<file path="config.mk">
export PLATFORM = sky130hd
export DESIGN_NAME = prd_cell
export DESIGN_NICKNAME = d
export VERILOG_FILES = /design/src/rtl/prd_pkg.sv /design/src/rtl/prd_cell.sv
export SDC_FILE = /design/constraint.sdc
export NUM_CORES = 2
export LEC_CHECK = 0
export BUFFER_PORTS_ARGS = -buffer_cell sky130_fd_sc_hd__buf_4
export CORE_MARGIN = 2
export CORE_UTILIZATION = 50
export CTS_BUF_LIST = sky130_fd_sc_hd__clkbuf_16
export CTS_CLUSTER_DIAMETER = 40
export DETAILED_ROUTE_END_ITERATION = 16
export MAX_ROUTING_LAYER = met4
export PLACE_DENSITY = 0.66
export SLEW_MARGIN = 20
export SYNTH_ARGS = -nofsm -noshare
export SYNTH_HDL_FRONTEND = slang
export SYNTH_SLANG_ARGS = --single-unit
</file>
<file path="constraint.sdc">
create_clock -name clk_i -period 10.6 [get_ports clk_i]
set_clock_uncertainty 0.15 [all_clocks]
set_input_delay 1.59 -clock clk_i [delete_from_list [all_inputs] [get_ports clk_i]]
set_output_delay 1.59 -clock clk_i [all_outputs]
set_load 0.01 [all_outputs]
</file>
<file path="src/rtl/prd_pkg.sv">
// ----------------------------------------------------------------------------
// prd_pkg
// Shared types and codes of the point-of-interest enter/exit detector.
// ----------------------------------------------------------------------------
package prd_pkg;

  typedef enum logic [1:0] {
    CMD_TICK  = 2'd0,
    CMD_WRITE = 2'd1,
    CMD_CLEAR = 2'd2
  } cmd_e;

  typedef enum logic [1:0] {
    EV_NONE  = 2'd0,
    EV_ENTER = 2'd1,
    EV_EXIT  = 2'd2
  } ev_kind_e;

  localparam logic CFG_EXIT_MULT   = 1'b0;
  localparam logic CFG_ENTRY_COUNT = 1'b1;

  localparam logic [9:0] EXIT_MULT_RESET = 10'd294;

  typedef struct packed {
    ev_kind_e   kind;
    logic [3:0] idx;
    logic       pause;
  } ev_t;

endpackage

</file>
<file path="src/rtl/prd_cell.sv">
// ----------------------------------------------------------------------------
// prd_cell
// One table entry with its inside bit and a three-stage distance check.
// ----------------------------------------------------------------------------
module prd_cell import prd_pkg::*; (
  input  logic               clk_i,
  input  logic               rst_ni,
  input  logic [3:0]         idx_i,
  input  logic               enable_i,
  input  logic [9:0]         mult_i,
  input  logic               clear_i,
  input  logic               wr_en_i,
  input  logic signed [23:0] wr_x_i,
  input  logic signed [23:0] wr_y_i,
  input  logic [15:0]        wr_r_i,
  input  logic               wr_p_i,
  input  logic               tok_i,
  input  logic signed [23:0] rx_i,
  input  logic signed [23:0] ry_i,
  input  ev_t                ev_i,
  output logic               tok_o,
  output logic signed [23:0] rx_o,
  output logic signed [23:0] ry_o,
  output ev_t                ev_o
);

  logic signed [23:0] x_q, y_q;
  logic [15:0]        r_q;
  logic               p_q;
  logic               inside_q, inside_d;

  logic signed [23:0] rx_q, ry_q;
  logic               v1_q, v2_q, tok_q;
  logic [24:0]        ax1_q, ay1_q;
  logic [25:0]        rm1_q;
  logic [31:0]        rr1_q, rr2_q;
  logic [49:0]        sx2_q, sy2_q;
  logic [35:0]        tt2_q;
  ev_t                ev_q, ev_d;

  logic signed [24:0] dx, dy;
  logic [24:0]        ax, ay;
  logic [17:0]        thr;
  logic [50:0]        d2;
  logic               enter, leave;

  always_comb begin
    dx = $signed({x_q[23], x_q}) - $signed({rx_i[23], rx_i});
    dy = $signed({y_q[23], y_q}) - $signed({ry_i[23], ry_i});
    ax = dx[24] ? 25'(-dx) : 25'(dx);
    ay = dy[24] ? 25'(-dy) : 25'(dy);
    thr = rm1_q[25:8];
    d2 = {1'b0, sx2_q} + {1'b0, sy2_q};
    enter = v2_q && enable_i && !inside_q && (d2 <= {19'd0, rr2_q});
    leave = v2_q && enable_i && inside_q && (d2 > {15'd0, tt2_q});
    inside_d = inside_q;
    if (enter) begin
      inside_d = 1'b1;
    end else if (leave) begin
      inside_d = 1'b0;
    end
    if (clear_i) begin
      inside_d = 1'b0;
    end
    ev_d = ev_i;
    if (enter) begin
      ev_d.kind  = EV_ENTER;
      ev_d.idx   = idx_i;
      ev_d.pause = p_q;
    end else if (leave) begin
      ev_d.kind  = EV_EXIT;
      ev_d.idx   = idx_i;
      ev_d.pause = 1'b0;
    end
  end

  // entry storage
  always_ff @(posedge clk_i) begin
    if (wr_en_i) begin
      x_q <= wr_x_i;
      y_q <= wr_y_i;
      r_q <= wr_r_i;
      p_q <= wr_p_i;
    end
  end

  // datapath
  always_ff @(posedge clk_i) begin
    if (tok_i) begin
      rx_q  <= rx_i;
      ry_q  <= ry_i;
      ax1_q <= ax;
      ay1_q <= ay;
      rm1_q <= {10'd0, r_q} * {16'd0, mult_i};
      rr1_q <= {16'd0, r_q} * {16'd0, r_q};
    end
    if (v1_q) begin
      sx2_q <= {25'd0, ax1_q} * {25'd0, ax1_q};
      sy2_q <= {25'd0, ay1_q} * {25'd0, ay1_q};
      tt2_q <= {18'd0, thr} * {18'd0, thr};
      rr2_q <= rr1_q;
    end
  end

  always_ff @(posedge clk_i or negedge rst_ni) begin
    if (!rst_ni) begin
      inside_q <= 1'b0;
      v1_q     <= 1'b0;
      v2_q     <= 1'b0;
      tok_q    <= 1'b0;
      ev_q     <= '0;
    end else begin
      inside_q <= inside_d;
      v1_q     <= tok_i;
      v2_q     <= v1_q;
      tok_q    <= v2_q;
      ev_q     <= ev_d;
    end
  end

  assign tok_o = tok_q;
  assign rx_o  = rx_q;
  assign ry_o  = ry_q;
  assign ev_o  = ev_q;

endmodule

</file>
==> flow_metrics.tcl <==
set metrics [dict create \
    cp.required_ns 10.86 \
    post-cts-setup-buffer-count 0 \
    clkLatencyLatePin_ns 0.69 \
    fillers 13600 \
    period_needed_ns 9.20 \
    clk_pin_slew_ns 0.05 \
    gp_congestion 0.978 \
    post-place-cells 9961 \
    rows 143 \
    fin_area_mm2 0.0824 \
    syn_area_mm2 0.0760 \
    fp.dieH_um 394 \
    slowest_stage "edfxtp_1" \
    wl_um 189000 \
    die_area_mm2 0.155 \
    maxCapViolCount 0 \
    ys_warn_count 0 \
    synth_nets 10200 \
    crit_fanout 23 \
    cts-root-buf "clkbuf_16" \
    arrival_ns 9.46 \
    hold_buffers 0 \
    fin_ws_ns 1.40 \
    num_io_pins 196 \
    drcViolationCount 0 \
    grt-ovfl-total 0 \
    grt_max_degree 79 \
    synthTopCellsByArea "fa_1 (38%), edfxtp_1 (15%), ha_1 (13%)" \
    synth_most_common_cell "inv_1" \
    path_buf_inv 7 \
    rsz0062_at_grt "no" \
    grt_pass1_wl_um 308000 \
    avgSynthCellArea_um2 9.66 \
    die_w_um 394 \
    grt_pass1_vias 57900 \
    critPathLaunch "ax1_q[3]" \
    placed_area_mm2 0.0797 \
    syn2layout_area_growth_pct 8.53 \
    crit_family "adder cells" \
    max_slew_margin 0.244 \
    cts_resized 0 \
    synth_top_area_frac 0.375 \
    multi_input_area_mm2 0.0555 \
    place_ws_ns 1.56 \
    ys_ff_latch 387 \
    ant_nets 0 \
    grt_usage 0.259 \
    yosys.area.top_type "fa_1" \
    hold_viol 0 \
    critPathMaxStageDelay_ns 0.90 \
    initial_core_util 0.502 \
    clock_path_buffers 3 \
    hold_start "rr1_q[18]" \
    fin_setup_tns_ns 0 \
    status "completed" \
    async_flop_share 0.0284 \
    avgViaCountPerCell 5.23 \
    drtIter0Drc 3383 \
    cts_tree "done" \
    htree_levels 3 \
    worst_pin_slew_ns 1.13 \
    rr_startpoint "ax1_q[3]" \
    setup_violations 0 \
    period_share 0.868 \
    final_cells 10100 \
    clock.fmax_mhz 109 \
    synth-edff-count 376 \
    ys_types 90 \
    drive_above_1_share 0.0576 \
    place.detailed.hpwl_um 158000 \
    num_vias 52900 \
    drt-pass1-iter-count 5 \
    coreArea_mm2 0.151 \
    yosys-top-cells-count "inv_1 (2,165), fa_1 (1,424), ha_1 (813), nand2_1 (649), and2_1 (440)" \
    final_nets 10400 \
    yosysSeqAreaShare 0.152 \
    critical_path_class "reg -> reg" \
    worstHoldPathType "reg -> reg" \
    synth_cells 7865 \
    port_buffers 195 \
    numClockSinks 387 \
    setup.worst_path.start_class "flop" \
    synthFlopType "edfxtp_1" \
    end_kind "flop" \
    antenna_found_initial 5 \
    wire_per_inst_um 18.7 \
    slew_violations 0 \
    seqCellArea_mm2 0.0116 \
    cts_made_buffers 79 \
]
==> metal layers <==
metal / routed length, um / GRT usage / vias up
li1: - / - / 24400
met1: 79300 / 0.331 / 26700
met2: 91300 / 0.424 / 1489
met3: 12400 / 0.0416 / 332
met4: 6050 / 0.0804 / 0
met5: 0 / - / -
==> worst reg2reg max path: cells and delay by family (launching register included) <==
kind	cells	cell delay [ns]
compound gates	7	2.20
xor+xnor	1	0.13
fa+ha+maj	8	4.03
buf+inv	7	0.37
flops	1	0.90
simple gates	4	1.18
==> metrics by stage <==
stage,util,hold slack (ns)
after floorplan,-,0.224
after global placement,0.527,0.255
after detailed placement,0.527,0.255
after CTS,0.545,0.267
after global routing,0.545,0.272
final,0.545,0.264
==> cells by family after synthesis <==
family	Yosys count	synth area share
buf+inv	2364	0.117
fa+ha+maj	2237	0.509
simple gates	1705	0.111
compound gates	830	0.0710
flops	387	0.152
xor+xnor	326	0.0376
mux	16	0.00244
==> cells in the final DEF, fill, tap and decap left out, types with 26 or more instances in the layout <==
cell type  count
a211oi_1      31
nand4_1       37
a31oi_1       26
a21oi_1      262
nor2b_1       55
nor2_1       254
a21o_1       136
nand3_1       69
and2_1       440
o21bai_1      30
nand2b_1      38
o21ai_0      134
edfxtp_1     376
ha_1         813
o21a_1        44
nand2_1      649
fa_1        1424
xnor2_1      221
clkbuf_16     80
inv_1       2173
nor3_1        55
buf_4        262
xor2_1       105
==> area by class of cell <==
| class | instances | area share |
|---|---|---|
| sequential | 387 | 0.140 |
| antenna | 2 | 0.0000607 |
| inverter | 2165 | 0.0986 |
| multi-input combinational | 5114 | 0.673 |
| tap | 2030 | 0.0308 |
| clock inverter | 66 | 0.00832 |
| clock buffer | 80 | 0.0243 |
| timing repair buffer | 265 | 0.0243 |
==> flip-flops by register name (all words and copies together), names as in the netlist <==
signal / flops
sx2_q: 49
rr2_q: 31
r_q: 16
rx_o: 24
ev_o: 7
y_q: 24
ay1_q: 25
rm1_q: 18
tt2_q: 35
ax1_q: 25
sy2_q: 49
inside_q: 1
v2_q: 1
ry_o: 24
p_q: 1
tok_o: 1
rr1_q: 31
x_q: 24
v1_q: 1
==> worst paths after layout <==
| check | endpoint | slack, ns | cells after the start |
|---|---|---|---|
| setup / recovery | sx2_q[46] | 1.40 | 27 |
| hold / removal | rr2_q[18] | 0.26 | 0 |
| setup reg to reg | sx2_q[46] | 1.40 | 27 |
| hold reg to reg | rr2_q[18] | 0.26 | 0 |
| max in group asynchronous | ev_o[3] | 9.35 | 1 |
| min in group asynchronous | ev_o[0] | 0.66 | 1 |
Power is left out: the tool's default activity adds up to more than one toggle a clock period on the data nets, which glitch-free logic cannot reach.
