File: config.mk
export PLATFORM = sky130hd
export DESIGN_NAME = prd_collect
export DESIGN_NICKNAME = d
export VERILOG_FILES = /design/src/rtl/prd_pkg.sv /design/src/rtl/prd_collect.sv
export SDC_FILE = /design/constraint.sdc
export NUM_CORES = 1
export LEC_CHECK = 0
export BUFFER_PORTS_ARGS = -buffer_cell sky130_fd_sc_hd__buf_2
export CAP_MARGIN = 25
export CORE_UTILIZATION = 30
export CTS_CLUSTER_SIZE = 8
export DETAILED_ROUTE_END_ITERATION = 10
export GPL_ROUTABILITY_DRIVEN = 0
export PLACE_DENSITY = 0.59
export SLEW_MARGIN = 20
export SYNTH_ARGS = -nofsm -noshare
export SYNTH_HDL_FRONTEND = slang
export SYNTH_SLANG_ARGS = --single-unit
File: constraint.sdc
create_clock -name clk_i -period 2.6 [get_ports clk_i]
set_input_delay 0.65 -clock clk_i [delete_from_list [all_inputs] [get_ports clk_i]]
set_output_delay 0.65 -clock clk_i [all_outputs]
set_load 0.05 [all_outputs]
File: src/rtl/prd_pkg.sv
// ----------------------------------------------------------------------------
// prd_pkg
// Shared types and codes of the point-of-interest enter/exit detector.
// ----------------------------------------------------------------------------
package prd_pkg;

  typedef enum logic [1:0] {
    CMD_TICK  = 2'd0,
    CMD_WRITE = 2'd1,
    CMD_CLEAR = 2'd2
  } cmd_e;

  typedef enum logic [1:0] {
    EV_NONE  = 2'd0,
    EV_ENTER = 2'd1,
    EV_EXIT  = 2'd2
  } ev_kind_e;

  localparam logic CFG_EXIT_MULT   = 1'b0;
  localparam logic CFG_ENTRY_COUNT = 1'b1;

  localparam logic [9:0] EXIT_MULT_RESET = 10'd294;

  typedef struct packed {
    ev_kind_e   kind;
    logic [3:0] idx;
    logic       pause;
  } ev_t;

endpackage

File: src/rtl/prd_collect.sv
// ----------------------------------------------------------------------------
// prd_collect
// Holds back one event so the final result of a tick can be marked last.
// ----------------------------------------------------------------------------
module prd_collect import prd_pkg::*; (
  input  logic       clk_i,
  input  logic       rst_ni,
  input  ev_t        ev_i,
  input  logic       done_i,
  input  logic       pause_ok_i,
  output logic       out_strobe_o,
  output logic [1:0] event_kind_o,
  output logic [3:0] poi_index_o,
  output logic       pause_request_o,
  output logic       last_o
);

  ev_t        hold_q, hold_d;
  logic       hold_v_q, hold_v_d;
  logic       hit_q, hit_d;
  logic       done_q;
  logic       strobe_q, strobe_d;
  ev_kind_e   kind_q, kind_d;
  logic [3:0] idx_q, idx_d;
  logic       pause_q, pause_d;
  logic       last_q, last_d;

  always_comb begin
    hold_d   = hold_q;
    hold_v_d = hold_v_q;
    hit_d    = hit_q;
    strobe_d = 1'b0;
    kind_d   = EV_NONE;
    idx_d    = '0;
    pause_d  = 1'b0;
    last_d   = 1'b0;
    if (ev_i.kind != EV_NONE) begin
      if (hold_v_q) begin
        strobe_d = 1'b1;
        kind_d   = hold_q.kind;
        idx_d    = hold_q.idx;
      end
      hold_d   = ev_i;
      hold_v_d = 1'b1;
      hit_d    = hit_q | ev_i.pause;
    end
    if (done_q) begin
      strobe_d = 1'b1;
      last_d   = 1'b1;
      pause_d  = hit_q & pause_ok_i;
      if (hold_v_q) begin
        kind_d = hold_q.kind;
        idx_d  = hold_q.idx;
      end
      hold_v_d = 1'b0;
      hit_d    = 1'b0;
    end
  end

  always_ff @(posedge clk_i) begin
    hold_q  <= hold_d;
    kind_q  <= kind_d;
    idx_q   <= idx_d;
    pause_q <= pause_d;
    last_q  <= last_d;
  end

  always_ff @(posedge clk_i or negedge rst_ni) begin
    if (!rst_ni) begin
      hold_v_q <= 1'b0;
      hit_q    <= 1'b0;
      done_q   <= 1'b0;
      strobe_q <= 1'b0;
    end else begin
      hold_v_q <= hold_v_d;
      hit_q    <= hit_d;
      done_q   <= done_i;
      strobe_q <= strobe_d;
    end
  end

  assign out_strobe_o    = strobe_q;
  assign event_kind_o    = kind_q;
  assign poi_index_o     = idx_q;
  assign pause_request_o = pause_q;
  assign last_o          = last_q;

endmodule
==> results.yml, run 1 <==
clock_network:
  cts_made_buffers: 3
  clkSinkCount: 18
  holdBufCountCts: 0
  htreeDepth: 1
  clk_pin_slew_ns: 0.10
  clk_path_buf_depth: 2
  postCtsSetupBuffers: 0
  clock-root-buffer: "clkbuf_4"
  clk_latency_ns: 0.29
  postCtsResizedCells: 0
  cts_tree: "built"
floorplan:
  rows: 14
  ioPinCount: 20
  start_util: 0.339
  dieWidth_um: 44.2
  die_area_mm2: 0.00195
  die_height_um: 44.2
  core_mm2: 0.00158
final_layout:
  drive_gt1_frac: 0.482
  post-route-util: 0.435
  area_growth_pct: 28.3
  instances_no_fill: 72
  n_fill_cell: 157
  nNetsFinal: 68
  antenna_cells: 0
synthesis:
  yosys.area.top_type: "edfxtp_1"
  synth_commonest_cells: "8 x dfxtp_1, 6 x and3_1, 6 x edfxtp_1, 4 x dfrtp_1"
  yosysSeqAreaShare: 0.824
  async_flop_share: 0.222
  synth_top_area_frac: 0.337
  synth_edf_count: 6
  synth_area_per_cell_um2: 16.2
  syn_nets: 44
  synth_area_leaders: "edfxtp_1 34%, dfxtp_1 30%, dfrtp_1 19%, and3_1 7.0%, or3_4 2.1%"
  syn_area_um2: 534
  synth_ff_type: "dfxtp_1"
  synth_cells: 33
  ys_ff_latch: 18
  yosysWarnings: 0
  yosysUniqueCellTypes: 13
  yosysMostFrequentCell: "dfxtp_1"
detailed_routing:
  antenna_left: 0
  wl_um: 693
  wl_per_cell_um: 9.63
  drt_pass1_iterations: 5
  vias_per_cell: 4.43
  drt-initial-drc-count: 5
  drcViolationCount: 0
  vias: 319
critical_path:
  cp.arrival_ns: 0.89
  reg2reg_setup_slack_ns: 1.43
  r2r_cells: 2
  crit_cells: 1
  critPathTopFamily: "flip-flops"
  crit_required_ns: 1.95
  max_stage_delay_ns: 0.35
  path_class: "flop to output port"
  crit_chain: "buf_2"
  cp_slowest_cell: "dfrtp_1"
  critical_path_buf_inv_count: 1
  end_kind: "output port"
  cp-start-kind: "flop"
  worstPathMaxFanout: 1
global_route:
  grt_antenna_before_repair: 0
  grt_first_pass_wirelength_um: 993
  overflow: 0
  grt_start_max_net_pins: 11
  track_usage: 0.0774
  grt_pass1_vias: 251
placed_design:
  port_buffers: 19
  dp_hpwl_um: 521
  placed_cells_incl_taps: 68
sta:
  tns_ns: 0
  finalCritPeriodShare: 0.593
  clock.fmax_mhz: 649
  rsz0062_at_grt: "false"
  hold_viol_final: 0
  hold-worst-slack_ns: 0.138
  setup_violations: 0
  fin_crit_ns: 1.54
  finalMaxSlewViolations: 0
  slew_headroom: 0.835
  clock_skew_ns: 0.0107
  tightest_slew_ns: 0.249
pwr:
  sw_frac_of_total: 0.241
  p_seq_frac: 0.582
  ir_worst_vdd_mv: 0.353
  comb_power_share: 0.116
  leakage_uw: 0.000333
  p_int_uw: 416
  power.total_uw: 548
  powerDensity_mw_per_mm2: 800
  p_sw_uw: 132
  clkPwrFrac: 0.302
worst_hold_path:
  holdCritPathClass: "input pin to asynchronous set/reset pin"
flow_run:
  max-cap-violations: 0
status:
  status: "finished clean"
[through the flow]
step / setup slack, ns / cell area, um^2
final: 1.06 / 686
after global routing: 1.03 / 686
after floorplan: 1.27 / 534
after global placement: 1.12 / 649
after CTS: 1.05 / 686
after detailed placement: 1.11 / 649
[routing by layer]
layer	up-vias	GRT usage	part of all wire
li1	162	-	-
met1	144	0.0661	0.43
met2	11	0.121	0.48
met3	2	0.0490	0.069
met4	0	0.0727	0.017
met5	-	0	0
[placed cells by master, fill, tap and decap left out, drive strengths merged]
| master | synthesis | routed |
|---|---|---|
| nor2 | 1 | 1 |
| buf | 0 | 19 |
| clkbuf | 0 | 4 |
| nor3 | 1 | 1 |
| dfrtp | 4 | 4 |
| and3 | 7 | 7 |
| or2 | 1 | 1 |
| or3 | 1 | 1 |
| o21ai | 1 | 1 |
| a21oi | 1 | 1 |
| inv | 1 | 1 |
| edfxtp | 6 | 6 |
| dfxtp | 8 | 8 |
| a21o | 1 | 1 |
[cells by family (layout without fill, tap and decap cells)]
family                 Yosys count  count (layout)  share of synthesized area
buffers and inverters            1              24                    0.00702
and+or+nand+nor                 11              11                      0.133
AOI/OAI and AO/OA                3               3                     0.0351
DFF                             18              18                      0.824
[layout make-up]
type / count / area [um^2] / area share
tap: 16 / 20.0 / 0.0292
multi-input combinational: 14 / 90.1 / 0.131
sequential: 18 / 440 / 0.642
clock buffer: 4 / 36.3 / 0.0529
inverter: 1 / 3.75 / 0.00547
timing repair buffer: 19 / 95.1 / 0.139
[power by group through the flow]
stage	Clock (uW)	Sequential (uW)	Combinational, uW
after floorplan	0	358	10.8
after global placement	0	326	63.6
after detailed placement	0	326	63.7
after CTS	168	319	63.8
after global routing	177	322	66.4
final	166	319	63.4
[worst paths after layout]
check,from,to
min in group clk_i,done_i,done_q
setup reg to reg,done_q,event_kind_o[0]
max in group asynchronous,rst_ni,out_strobe_o
hold / removal,rst_ni,hit_q
hold reg to reg,done_q,last_o
setup / recovery,out_strobe_o,out_strobe_o
[state kept, by name (all words and copies together) (netlist names)]
name and count:
poi_index_o 4, done_q 1, last_o 1, hold_q 6, event_kind_o 2, hit_q 1
out_strobe_o 1, hold_v_q 1, pause_request_o 1
No activity file was read; power rests on OpenSTA's default activity.
==> run 2: changes to the inputs <==
Settings changed: PLACE_DENSITY 0.59 to 0.61.
Clock period 2.6 ns to 1.3 ns, I/O delays scaled along.
==> results.yml, run 2 (synthesis gave the netlist of run 1 again) <==
floorplan:
  rows: 14
  start_util: 0.339
  core_mm2: 0.00158
  die_height_um: 44.2
  ioPinCount: 20
  dieWidth_um: 44.2
  die_area_mm2: 0.00195
detailed_routing:
  drt_pass1_iterations: 6
  drt-initial-drc-count: 10
  vias: 331
  antenna_left: 0
  vias_per_cell: 4.47
  wl_per_cell_um: 9.68
  wl_um: 716
  drcViolationCount: 0
final_layout:
  instances_no_fill: 74
  n_fill_cell: 156
  mostFrequentLayoutCells: "19 x buf_2, 8 x dfxtp_1, 6 x and3_1, 6 x edfxtp_1, 4 x dfrtp_1"
  drive_gt1_frac: 0.466
  largest_reg_flops: 6
  largest_register: "hold_q"
  nNetsFinal: 70
  antenna_cells: 0
  area_growth_pct: 29.7
  final_area_um2: 693
  final_common_cell: "buf_2"
global_route:
  grt_first_pass_wirelength_mm: 1.08
  overflow: 0
  grt_pass1_vias: 278
  use_met2: 0.132
  met3_usage: 0.0367
  grt_util_met1: 0.0796
  track_usage: 0.0852
  grt_start_max_net_pins: 11
  grt_antenna_before_repair: 0
  busiest_layer: "met2"
clock_network:
  cts_tree: "built"
  clock-root-buffer: "clkbuf_4"
  clk_path_buf_depth: 2
  clk_pin_slew_ns: 0.10
  cts_made_buffers: 3
  clkSinkCount: 18
  postCtsSetupBuffers: 0
  clk_latency_ns: 0.28
  htreeDepth: 1
  postCtsResizedCells: 0
  holdBufCountCts: 1
pwr:
  leakage_uw: 0.000337
  comb_power_share: 0.128
  powerDensity_mw_per_mm2: 1500
  clkPwrFrac: 0.257
  sw_frac_of_total: 0.250
  p_seq_frac: 0.615
  ir_worst_vdd_mv: 0.756
  power.total_uw: 1040
  p_sw_uw: 260
  p_int_uw: 777
placed_design:
  placed_cells_incl_taps: 69
  dp_hpwl_um: 536
  place_area_um2: 657
  port_buffers: 19
  dp_slack_ns: 0.134
critical_path:
  path_class: "flop to output port"
  cp-start-kind: "flop"
  cp_slowest_cell: "dfrtp_1"
  end_kind: "output port"
  critPathTopFamily: "flip-flops"
  max_stage_delay_ns: 0.35
  crit_required_ns: 0.98
  critical_path_buf_inv_count: 1
  crit_chain: "buf_2"
  cp.arrival_ns: 0.88
  worstPathMaxFanout: 1
sta:
  finalMaxSlewViolations: 0
  setup_slack_ns: 0.0900
  fin_crit_ns: 1.21
  tns_ns: 0
  hold_viol_final: 0
  slew_headroom: 0.834
  setup_violations: 0
  finalCritPeriodShare: 0.931
  clock.fmax_mhz: 826
  tightest_slew_ns: 0.251
  rsz0062_at_grt: "false"
  clock_skew_ns: 0.00691
flow_run:
  max-cap-violations: 0
status:
  status: "finished clean"
worst_hold_path:
  holdCritPathClass: "input pin to flop"
[run 2: cell count changes in the layout (fill, tap and decap cells not counted), sizes merged]
cell | previous run | this run
dlygate4sd3 | 0 | 1
buf | 19 | 20
clkinv | 0 | 1
clkbuf | 4 | 3
[run 2: path summary, 6_finish.rpt]
kind / slack, ns / endpoint / startpoint / cells past startpoint
min: 0.14 / done_q / done_i / 1
min reg2reg: 0.48 / event_kind_o[1] / hold_q[6] / 1
max: 0.09 / out_strobe_o / out_strobe_o / 1
min in group asynchronous: 0.36 / hit_q / rst_ni / 2
max reg2reg: 0.21 / event_kind_o[0] / done_q / 2
max in group asynchronous: 0.81 / out_strobe_o / rst_ni / 2
[run 2: layout make-up]
cell class	count	area [um^2]	share of cell area
flip-flops and latches	18	440	0.635
repair buffers	21	113	0.162
multi-input cells	14	90.1	0.130
clock buffers	3	22.5	0.0325
well taps	16	20.0	0.0289
clock inverters	1	3.75	0.00542
inverters	1	3.75	0.00542
[run 2: metrics by stage]
stage | utilization | hold WS (ns)
6_report | 0.440 | 0.138
5_1_grt | 0.440 | 0.120
3_3_place_gp | 0.417 | 0.133
2_1_floorplan | - | 0.0294
4_1_cts | 0.440 | 0.127
3_5_place_dp | 0.417 | 0.134
[run 2: worst register-to-register path, cell delays in order (launching register included)]
cell,delay [ns]
dfrtp_1,0.39
or3_4,0.41
and3_1,0.19
[run 2: power groups by stage]
stage / Combinational (uW) / Sequential [uW] / Clock, uW
6_report: 133 / 637 / 267
5_1_grt: 140 / 641 / 293
4_1_cts: 134 / 638 / 282
3_5_place_dp: 132 / 650 / 0
3_3_place_gp: 131 / 650 / 0
2_1_floorplan: 21.7 / 716 / 0
[run 2: per-layer routing]
metal | share of wire | vias up | wire, um
met5 | 0 | - | 0
met4 | 0.017 | 0 | 12
met3 | 0.057 | 2 | 41
met2 | 0.53 | 12 | 379
met1 | 0.39 | 151 | 282
li1 | - | 166 | -
